`config.mk`:
```
export PLATFORM = sky130hd
export DESIGN_NAME = thread_slot_round_robin_scheduler
export DESIGN_NICKNAME = d
export VERILOG_FILES = /design/src/hdl/tsrr_pkg.sv /design/src/hdl/tsrr_pick.sv /design/src/hdl/tsrr_core.sv /design/src/hdl/thread_slot_round_robin_scheduler.sv
export SDC_FILE = /design/constraint.sdc
export NUM_CORES = 1
export LEC_CHECK = 0
export BUFFER_PORTS_ARGS = -buffer_cell sky130_fd_sc_hd__buf_2
export CAP_MARGIN = 40
export CORE_ASPECT_RATIO = 0.8
export CORE_MARGIN = 1.5
export CORE_UTILIZATION = 45
export DETAILED_ROUTE_END_ITERATION = 16
export GPL_ROUTABILITY_DRIVEN = 0
export PLACE_DENSITY_LB_ADDON = 0.12
export SLEW_MARGIN = 40
export SYNTH_ARGS = -nofsm -noshare
export SYNTH_HDL_FRONTEND = slang
export SYNTH_SLANG_ARGS = --single-unit
```
`constraint.sdc`:
```
create_clock -name clk -period 5.9 [get_ports clk]
set_clock_uncertainty 0.15 [all_clocks]
set_input_delay 0.59 -clock clk [delete_from_list [all_inputs] [get_ports clk]]
set_output_delay 0.59 -clock clk [all_outputs]
set_load 0.01 [all_outputs]
```
`src/hdl/tsrr_pkg.sv`:
```
// ---------------------------------------------------------------------------
// tsrr_pkg
// Shared types and constants for the thread-slot round-robin scheduler:
// command and status codes and the input and result transfer structs.
// ---------------------------------------------------------------------------
package tsrr_pkg;

  localparam int SLOT_COUNT_DEF  = 4;
  localparam int FRAME_BYTES_DEF = 7;
  localparam int SLOT_SHIFT      = 4;        // slot stride of 16 bytes
  localparam logic [7:0] STACK_BASE_RST = 8'h3F;

  typedef enum logic [1:0] {
    CMD_CREATE = 2'd0,
    CMD_SWITCH = 2'd1,
    CMD_EXIT   = 2'd2
  } cmd_t;

  typedef enum logic [1:0] {
    ST_OK    = 2'd0,
    ST_FULL  = 2'd1,
    ST_EMPTY = 2'd2
  } status_t;

  typedef struct packed {
    cmd_t       cmd;
    logic [7:0] sp_in;
  } in_item_t;

  typedef struct packed {
    logic [1:0] slot_id;
    logic [7:0] load_sp;
    logic [7:0] frame_base;
    status_t    status;
  } out_item_t;

endpackage

```
`src/hdl/tsrr_pick.sv`:
```
// ---------------------------------------------------------------------------
// tsrr_pick
// Slot selection: lowest free slot, next live slot after the current one in
// rotating order, and lowest live slot once the current one is removed.
// ---------------------------------------------------------------------------
module tsrr_pick #(
  parameter int SLOT_COUNT = tsrr_pkg::SLOT_COUNT_DEF
) (
  input  logic [SLOT_COUNT-1:0]         live_mask,
  input  logic [$clog2(SLOT_COUNT)-1:0] cur_slot,
  output logic [$clog2(SLOT_COUNT)-1:0] free_idx,
  output logic                          free_any,
  output logic [$clog2(SLOT_COUNT)-1:0] rot_idx,
  output logic [$clog2(SLOT_COUNT)-1:0] low_idx,
  output logic                          low_any,
  output logic [SLOT_COUNT-1:0]         rest_mask
);

  localparam int SW = $clog2(SLOT_COUNT);

  assign rest_mask = live_mask & ~(SLOT_COUNT'(1) << cur_slot);

  // find-first from the top down so the lowest index wins
  always_comb begin
    free_idx = '0;
    free_any = 1'b0;
    low_idx  = '0;
    low_any  = 1'b0;
    for (int i = SLOT_COUNT - 1; i >= 0; i--) begin
      if (!live_mask[i]) begin
        free_idx = SW'(i);
        free_any = 1'b1;
      end
      if (rest_mask[i]) begin
        low_idx = SW'(i);
        low_any = 1'b1;
      end
    end
  end

  // rotate: nearest live slot after cur, wrapping back to cur itself
  always_comb begin
    logic [SW:0] sum;
    rot_idx = cur_slot;
    for (int k = SLOT_COUNT; k >= 1; k--) begin
      sum = {1'b0, cur_slot} + (SW+1)'(k);
      if (sum >= (SW+1)'(SLOT_COUNT)) begin
        sum = sum - (SW+1)'(SLOT_COUNT);
      end
      if (live_mask[sum[SW-1:0]]) begin
        rot_idx = sum[SW-1:0];
      end
    end
  end

endmodule

```
`src/hdl/tsrr_core.sv`:
```
// ---------------------------------------------------------------------------
// tsrr_core
// Scheduler state (live mask, current slot, saved stack pointers) and the
// per-command result logic; state updates on each processed transfer.
// ---------------------------------------------------------------------------
module tsrr_core #(
  parameter int SLOT_COUNT  = tsrr_pkg::SLOT_COUNT_DEF,
  parameter int FRAME_BYTES = tsrr_pkg::FRAME_BYTES_DEF
) (
  input  logic                clk,
  input  logic                rst_n,
  input  logic                fire,
  input  tsrr_pkg::in_item_t  item,
  input  logic [7:0]          stack_base,
  output logic                res_valid,
  output tsrr_pkg::out_item_t res
);

  localparam int SW = $clog2(SLOT_COUNT);

  logic [SLOT_COUNT-1:0] live_mask_r, live_mask_nxt;
  logic [SW-1:0]         cur_slot_r, cur_slot_nxt;
  logic                  cur_valid_r, cur_valid_nxt;
  logic [7:0]            saved_r [SLOT_COUNT];

  logic [SW-1:0]         free_idx, rot_idx, low_idx, rd_idx, wr_idx;
  logic                  free_any, low_any, wr_en;
  logic [SLOT_COUNT-1:0] rest_mask;
  logic [7:0]            frame, init_sp, wr_data, rd_data;

  tsrr_pick #(.SLOT_COUNT(SLOT_COUNT)) u_pick (
    .live_mask (live_mask_r),
    .cur_slot  (cur_slot_r),
    .free_idx  (free_idx),
    .free_any  (free_any),
    .rot_idx   (rot_idx),
    .low_idx   (low_idx),
    .low_any   (low_any),
    .rest_mask (rest_mask)
  );

  assign frame   = stack_base + 8'({free_idx, {tsrr_pkg::SLOT_SHIFT{1'b0}}});
  assign init_sp = frame + 8'(FRAME_BYTES);
  assign rd_data = saved_r[rd_idx];

  always_comb begin
    live_mask_nxt = live_mask_r;
    cur_slot_nxt  = cur_slot_r;
    cur_valid_nxt = cur_valid_r;
    wr_en         = 1'b0;
    wr_idx        = cur_slot_r;
    wr_data       = item.sp_in;
    rd_idx        = rot_idx;
    res_valid     = 1'b1;
    res           = '{slot_id: 2'd0, load_sp: 8'd0, frame_base: 8'd0,
                      status: tsrr_pkg::ST_OK};
    case (item.cmd)
      tsrr_pkg::CMD_CREATE: begin
        if (!free_any) begin
          res.status = tsrr_pkg::ST_FULL;
        end else begin
          live_mask_nxt = live_mask_r | (SLOT_COUNT'(1) << free_idx);
          wr_en         = 1'b1;
          wr_idx        = free_idx;
          wr_data       = init_sp;
          if (!cur_valid_r) begin
            cur_slot_nxt  = free_idx;
            cur_valid_nxt = 1'b1;
          end
          res.slot_id    = 2'(free_idx);
          res.load_sp    = init_sp;
          res.frame_base = frame;
        end
      end
      tsrr_pkg::CMD_SWITCH: begin
        if (!cur_valid_r) begin
          res.status = tsrr_pkg::ST_EMPTY;
        end else begin
          wr_en        = 1'b1;
          cur_slot_nxt = rot_idx;
          rd_idx       = rot_idx;
          res.slot_id  = 2'(rot_idx);
          // lone live thread gets back the pointer it just saved
          res.load_sp  = (rot_idx == cur_slot_r) ? item.sp_in : rd_data;
        end
      end
      tsrr_pkg::CMD_EXIT: begin
        if (!cur_valid_r) begin
          res.status = tsrr_pkg::ST_EMPTY;
        end else begin
          live_mask_nxt = rest_mask;
          if (!low_any) begin
            cur_valid_nxt = 1'b0;
            cur_slot_nxt  = '0;
            res.status    = tsrr_pkg::ST_EMPTY;
          end else begin
            cur_slot_nxt = low_idx;
            rd_idx       = low_idx;
            res.slot_id  = 2'(low_idx);
            res.load_sp  = rd_data;
          end
        end
      end
      default: begin
        res_valid = 1'b0;
      end
    endcase
  end

  always_ff @(posedge clk) begin
    if (!rst_n) begin
      live_mask_r <= '0;
      cur_slot_r  <= '0;
      cur_valid_r <= 1'b0;
    end else if (fire) begin
      live_mask_r <= live_mask_nxt;
      cur_slot_r  <= cur_slot_nxt;
      cur_valid_r <= cur_valid_nxt;
    end
  end

  always_ff @(posedge clk) begin
    if (fire && wr_en) begin
      saved_r[wr_idx] <= wr_data;
    end
  end

`ifndef SYNTH
  a_cur_live: assert property (@(posedge clk) disable iff (!rst_n)
    cur_valid_r |-> live_mask_r[cur_slot_r])
    else $error("current slot is not live");

  a_idle_slot_zero: assert property (@(posedge clk) disable iff (!rst_n)
    !cur_valid_r |-> (cur_slot_r == '0) && (live_mask_r == '0))
    else $error("no current thread but slots still held");

  a_full_only_when_full: assert property (@(posedge clk) disable iff (!rst_n)
    (res_valid && res.status == tsrr_pkg::ST_FULL) |->
      (item.cmd == tsrr_pkg::CMD_CREATE) && (&live_mask_r))
    else $error("full status without a full live mask");
`endif

endmodule

```
`src/hdl/thread_slot_round_robin_scheduler.sv`:
```
// ---------------------------------------------------------------------------
// thread_slot_round_robin_scheduler
// Thread-slot manager: create, switch and exit commands over a set of slots
// with live mask, current slot and saved stack pointers.
// ---------------------------------------------------------------------------
//  channel | direction | handshake          | payload
//  in_     | input     | in_valid/in_stall   | in_item  (cmd, sp_in)
//  out_    | output    | out_valid/out_stall | out_item (slot_id, load_sp,
//          |           |                     |           frame_base, status)
//  cfg_    | input     | cfg_valid/cfg_ready | cfg_data (stack_base)
//
// an accepted command is held in the input register, then the slot logic
// evaluates it and loads the result register; one command per cycle is
// sustained while the result side is not stalled.
// command code 3 is dropped and produces no result transfer.
// reset clears the live mask and current slot and sets stack_base to 0x3F.
// a stalled result holds the result register; the input register keeps
// accepting until it is full behind it.
// ---------------------------------------------------------------------------
module thread_slot_round_robin_scheduler #(
  parameter int SLOT_COUNT  = tsrr_pkg::SLOT_COUNT_DEF,
  parameter int FRAME_BYTES = tsrr_pkg::FRAME_BYTES_DEF
) (
  input  logic                clk,
  input  logic                rst_n,
  input  logic                in_valid,
  output logic                in_stall,
  input  tsrr_pkg::in_item_t  in_item,
  output logic                out_valid,
  input  logic                out_stall,
  output tsrr_pkg::out_item_t out_item,
  input  logic                cfg_valid,
  output logic                cfg_ready,
  input  logic [7:0]          cfg_data
);

  tsrr_pkg::in_item_t  in_item_r;
  logic                in_full_r, in_full_nxt;
  tsrr_pkg::out_item_t out_item_r;
  logic                out_valid_r, out_valid_nxt;
  logic [7:0]          stack_base_r;

  logic                advance, accept, res_valid;
  tsrr_pkg::out_item_t res;

  assign advance   = in_full_r && (!out_valid_r || !out_stall);
  assign in_stall  = in_full_r && !advance;
  assign accept    = in_valid && !in_stall;
  assign cfg_ready = 1'b1;
  assign out_valid = out_valid_r;
  assign out_item  = out_item_r;

  tsrr_core #(
    .SLOT_COUNT  (SLOT_COUNT),
    .FRAME_BYTES (FRAME_BYTES)
  ) u_core (
    .clk        (clk),
    .rst_n      (rst_n),
    .fire       (advance),
    .item       (in_item_r),
    .stack_base (stack_base_r),
    .res_valid  (res_valid),
    .res        (res)
  );

  always_comb begin
    in_full_nxt = in_full_r;
    if (accept) begin
      in_full_nxt = 1'b1;
    end else if (advance) begin
      in_full_nxt = 1'b0;
    end
    out_valid_nxt = out_valid_r;
    if (advance && res_valid) begin
      out_valid_nxt = 1'b1;
    end else if (out_valid_r && !out_stall) begin
      out_valid_nxt = 1'b0;
    end
  end

  always_ff @(posedge clk) begin
    if (!rst_n) begin
      in_full_r    <= 1'b0;
      out_valid_r  <= 1'b0;
      stack_base_r <= tsrr_pkg::STACK_BASE_RST;
    end else begin
      in_full_r   <= in_full_nxt;
      out_valid_r <= out_valid_nxt;
      if (cfg_valid && cfg_ready) begin
        stack_base_r <= cfg_data;
      end
    end
  end

  always_ff @(posedge clk) begin
    if (accept) begin
      in_item_r <= in_item;
    end
    if (advance && res_valid) begin
      out_item_r <= res;
    end
  end

`ifndef SYNTH
  a_result_loaded: assert property (@(posedge clk) disable iff (!rst_n)
    (advance && res_valid) |=> out_valid_r)
    else $error("processed command left no result");

  a_stall_cause: assert property (@(posedge clk) disable iff (!rst_n)
    in_stall |-> (in_full_r && out_valid_r && out_stall))
    else $error("input stalled without a blocked result");

  a_result_held: assert property (@(posedge clk) disable iff (!rst_n)
    (out_valid_r && out_stall) |=> (out_valid_r && $stable(out_item_r)))
    else $error("stalled result changed");
`endif

endmodule

```
== Word-level counts from Yosys, hierarchy flattened ==
Memories as Yosys holds them, arrays and structs flattened.
Index checks and enable logic that the tools add are counted.
Widths: inputs -> output; s select.
Word-level totals
  output and inout port bits: 23
  bits in registers: 47
  input bits: 23
  memory bits (writable): 32
  memories: 1
  word-level logic and storage cells: 137
Operators by class
  eq/ne operators: 7
  shifts and indexed selects: 2
  magnitude comparators: 8
  bitwise operators: 3
  muxes and demuxes: 73
  $add $sub $neg: 10
  reductions and logical operators: 21
Memory list
  u_core.saved_r: words 4, bits a word 8, read ports 1, clocked after Yosys merged registers in 0, write ports 1, line tsrr_core.sv:24  | logic [7:0] saved_r [SLOT_COUNT];
Operator list (count)
  $mux 2: 29
  $mux 10: 3
  $pmux 10 s3: 1
  $mux 1: 25
  $mux 8: 3
  $mux 18: 1
  $ge 3x3->1 const B: 4
  $lt 2x3->1 const B: 4
  $pmux 2 s3: 2
  $add 8x3->8 const B: 1
  $add 8x6->8: 1
  $bmux 1 s2: 4
  $mux 4: 2
  $pmux 4 s2: 1
  $shl 1x2->4 const A: 2
  $sub 2x1->2 const B: 4
  $add 2x2->3 const B: 2
  $logic_and 1x1->1: 6
  $ne 2x1->1 const B: 3
  $reduce_and 6->1: 1
  $reduce_bool 2->1: 3
  $and 4x4->4: 1
  $logic_not 1->1: 4
  $not 4->4: 1
  other kinds (15): 16

== Longest topological paths before layout ==
An unclocked memory read counts as a cell.
  word-level depth: 16
  depth in mapped cells: 13
  mapped depth without buffers: 12

== Cells and area by module ==
From an unflattened synthesis, not the netlist that was laid out.
Second synthesis, totals
  cell total of the unflattened synthesis: 327
  area total of the unflattened synthesis: 3952.5 µm²
Modules (own cells, without submodules)
  tsrr_core: times used 1, cells each 211, area an instance 2344.7 µm², sequential area each 1101.1 µm²
  thread_slot_round_robin_scheduler: times used 1, cells each 68, area an instance 1295.0 µm², sequential area each 1101.1 µm²
  tsrr_pick: times used 1, cells each 48, area an instance 312.8 µm², sequential area each 0.0 µm²

== Worst setup path after synthesis ==
No wires, ideal clock.
  path type: reg2reg
  start: register u_core.cur_slot_r[1]
  end: register out_item_r, in the netlist out_item[17], data pin
  arrival time: 2248 ps
  stages on the path, launching flop included: 11
  required time: 5476 ps
  buffers on the path: 2
  period minus slack after synthesis: 2672 ps
  path slack: 3228 ps
  setup time: 274 ps
  path through: dfxtp_1 buf_2 inv_1 ha_1 mux2_1 o221ai_1 a21boi_0 o211a_1 or3b_1 buf_6 o221ai_2
RTL lines
  start, declared: line tsrr_core.sv:22  | logic [SW-1:0] cur_slot_r, cur_slot_nxt;
  start signal, assigned: line tsrr_core.sv:117  | cur_slot_r <= cur_slot_nxt;
  end signal, assigned: line thread_slot_round_robin_scheduler.sv:100  | out_item_r <= res;
  end, declared: line thread_slot_round_robin_scheduler.sv:39  | tsrr_pkg::out_item_t out_item_r;

==> key figures <==
Job
  • Max-cap violations: 0

Timing
  • Worst-Margin Slew: 0.810 ns
  • Highest Clock Rate: around 300 MHz
  • Relative slew slack: 0.460
  • Final slew viol count: 0
  • Hold Violations, Final: 0
  • Post-route setup TNS: 0 ns
  • Final period util: 0.565
  • RSZ-0062 raised after global routing: false
  • Final critical-path required period: ~3.3 ns
  • # setup viols final: 0

GRT
  • First-pass GRT wire length: 14100 µm
  • Remaining global-route overflow: 0
  • Initial antenna violation count: 0
  • Total Routing Usage GR: 0.205
  • Largest net degree at the start of global routing: 20
  • Number of global-route vias before repair: between 2000 and 3000

Synth
  • Post-synthesis instance total: approximately 350
  • Synth cell types: 60
  • Area contributors post-synth: edfxtp_1, dfxtp_1, mux2i_1
  • Mux share of post-synthesis cell area: 0.0602
  • Sequential area share after synthesis: 0.549
  • Synthesized Nets: ~380
  • #FFs+latches synth: about 80
  • Post-synth EDFFs: between 60 and 70
  • Most used DFF post-synth: edfxtp_1
  • Synthesized area: 4010 µm²
  • Synth top area share: 0.464
  • Synth warnings: 0
  • Async set-reset flop share out of synthesis: 0
  • Post-synthesis compound-gate area fraction: 0.150
  • Largest area contributor in the netlist: edfxtp_1
  • Average cell area after synthesis: ~12 µm²
  • Largest family of logic cells by synthesized area: compound AO/OA/AOI/OAI gates
  • Synth Area in XOR/XNOR: 0.0131
  • Simple-Gate Fraction of Synth Area: 0.147
  • Post-Synth Adder-Cell Area: 0.0393

Floorplanning
  • Die area: ~9500 µm²
  • Core area: around 8600 µm²
  • FP Rows: 30
  • Die Y: between 80 and 90 µm
  • Die Span X: 109 µm
  • I/O pins: 46
  • Initial Utilization: 0.469

Layout
  • Nets: approximately 420
  • Area Growth Syn to Fin: 12.3%
  • Diode count: 0
  • Share of cells above drive strength 1: 0.211
  • Fillers: around 740
  • Post-route design area: between 4000 and 5000 µm²

Place
  • Port Buffers: 44
  • DPL Wire Length: about 6300 µm
  • Post-Place Cell Area: 4290 µm²

Critical path
  • Slowest CP cell: dfxtp_1
  • CP Capture Type: flop
  • Critical Path AT: between 3 and 4 ns
  • CP Max Fanout: 15
  • Worst setup path category: reg -> reg
  • WP data required: about 5.8 ns
  • Worst path max stage delay: about 0.75 ns
  • Worst-path cell chain: inv_2 > ha_1 > mux2_1 > o221ai_1 > a21boi_0 > o211a_1 > or3b_1 > o221ai_2
  • Critical path launch point type: flop
  • R2r worst-path depth: 8

Clocking
  • TritonCTS clock tree: yes
  • TritonCTS Buffers: 9
  • Depth of the CTS H-tree: 3
  • Hold_buf cts: 0
  • Clock root cell: clkbuf_8
  • Worst-Skew Late Latency: around 0.35 ns
  • CTS sink count: 79
  • Clock slew seen by the registers of the worst setup and hold paths: ~0.09 ns
  • Post-CTS setup repair buffer count: 0
  • Post-CTS Resized: 0
  • Maximum clock path buffer count: 2

Pwr
  • Int Pwr: 0.902 mW
  • Clock power frac: 0.378
  • Switching share of power: 0.237
  • Net switching power: 0.281 mW
  • Sequential power share: 0.535
  • VDD IR max: approximately 0.16 mV
  • Leak Pwr: 1.80 nW
  • Power Dens Cells: approximately 260 nW/µm²
  • Combinational share of power: 0.088

Routing
  • Routed WL per cell: between 15 and 20 µm
  • Initial DRC count: 192
  • DRC: 0
  • Routed vias: 2727
  • Antenna Nets Post-Route: 0
  • First drt pass iteration count: 5
  • Via-to-Cell Ratio: 5.40
  • Final WL: just under 9000 µm

Hold path
  • Min-delay worst type: in -> reg
  • Hold Path Depth: 1

Outcome
  • Run status: finished, final reports clean
## metrics by stage
stage	power, mW	setup WS (ns)	cells	util	hold WS [ns]
final	1.18	2.57	505	0.527	0.260
after CTS	1.19	2.59	505	0.527	0.249
after global routing	1.23	2.38	505	0.527	0.238
after detailed placement	0.749	2.62	489	0.501	0.323
after global placement	0.748	2.64	489	0.500	0.327
after floorplan	0.713	3.23	348	-	0.299
## logic make-up (layout without fill, tap and decap cells)
kind of cell,count (synthesis),after routing
compound gates,70,70
xor+xnor,6,6
fa+ha+maj,12,12
buf+inv,32,77
flops,79,79
mux,24,24
other cells,1,1
simple gates,124,124
## layer usage
layer | vias up | part of all wire | GRT usage
li1 | 1347 | - | -
met4 | 0 | 0.014 | 0.0490
met3 | 13 | 0.044 | 0.0546
met2 | 83 | 0.43 | 0.302
met1 | 1284 | 0.51 | 0.300
met5 | - | 0 | 0
## cell usage after synthesis, drive strengths merged, types with 2 or more instances
library cell / number
edfxtp: 62
nand2: 52
nor2: 27
mux2i: 23
dfxtp: 17
inv: 15
nor2b: 14
ha: 11
o21ai: 11
a21o: 10
a21oi: 10
buf: 9
nor3: 9
o221ai: 9
clkbuf: 8
and2: 5
a32oi: 4
and3: 4
o211ai: 4
a21boi: 3
a22oi: 3
nand4: 3
xnor2: 3
xor2: 3
a31oi: 2
nand2b: 2
nand3b: 2
o22ai: 2
o311ai: 2
o31ai: 2
or2: 2
## critical path: cells and delay by family (launching register included)
family	cells	cell delay [ns]
compound gates	4	0.77
flops	1	0.75
fa+ha+maj	1	0.45
simple gates	1	0.45
mux	1	0.35
buf+inv	1	0.14
## final cells by class
| cell class | instances | area [µm²] | area share |
|---|---|---|---|
| clock inverter | 6 | 92.6 | 0.0205 |
| inverter | 15 | 56.3 | 0.0125 |
| clock buffer | 10 | 128 | 0.0283 |
| multi-input combinational | 237 | 1650 | 0.367 |
| timing repair buffer | 46 | 235 | 0.0522 |
| sequential | 79 | 2200 | 0.489 |
| tap | 112 | 140 | 0.0311 |
## power groups by stage
| stage | clock network [mW] | registers, mW | logic, mW |
|---|---|---|---|
| 3_5_place_dp | 0 | 0.645 | 0.104 |
| 4_1_cts | 0.455 | 0.632 | 0.104 |
| 3_3_place_gp | 0 | 0.645 | 0.103 |
| 5_1_grt | 0.476 | 0.634 | 0.116 |
| 2_1_floorplan | 0 | 0.643 | 0.0701 |
| 6_report | 0.447 | 0.632 | 0.104 |
## state kept, by name, summed over array words and instances, names as in the netlist
name / cells
u_core.saved_r: 32
u_core.live_mask_r: 4
u_core.cur_slot_r: 2
u_core.cur_valid_r: 1
out_item: 20
stack_base_r: 8
in_item_r: 10
out_valid: 1
in_full_r: 1
## placed cells by master, fill, tap and decap left out, types with 2 or more instances in the layout
cell type | synthesis | layout
a21boi_0 | 3 | 3
xnor2_1 | 3 | 3
or2_1 | 2 | 2
ha_1 | 11 | 11
nor2_2 | 0 | 3
inv_1 | 14 | 14
clkinvlp_4 | 0 | 2
nand4_1 | 3 | 3
o21ai_1 | 3 | 3
and3_1 | 4 | 4
a21o_1 | 10 | 10
inv_6 | 0 | 2
o21ai_0 | 7 | 7
nand3b_1 | 2 | 2
edfxtp_1 | 62 | 62
buf_4 | 2 | 2
nand2b_1 | 2 | 2
a21oi_1 | 10 | 10
o211ai_1 | 4 | 4
nor2_1 | 27 | 24
mux2i_1 | 23 | 23
o221ai_2 | 8 | 8
clkbuf_8 | 0 | 9
a22oi_1 | 3 | 3
buf_2 | 3 | 44
bufinv_16 | 0 | 2
nor2b_1 | 14 | 14
nor3_1 | 9 | 9
xor2_1 | 3 | 3
dfxtp_1 | 17 | 17
nand2_1 | 51 | 51
and2_1 | 4 | 4
a32oi_1 | 3 | 3
## worst paths after layout
check | end | start | slack (ns)
hold reg to reg | stack_base_r[4] | stack_base_r[4] | 0.35
hold / removal | in_item_r[1] | in_item[1] | 0.26
setup reg to reg | out_item[16] | u_core.cur_slot_r[0] | 2.57
setup / recovery | out_item[16] | u_core.cur_slot_r[0] | 2.57
No activity file was read; power rests on OpenSTA's default activity.
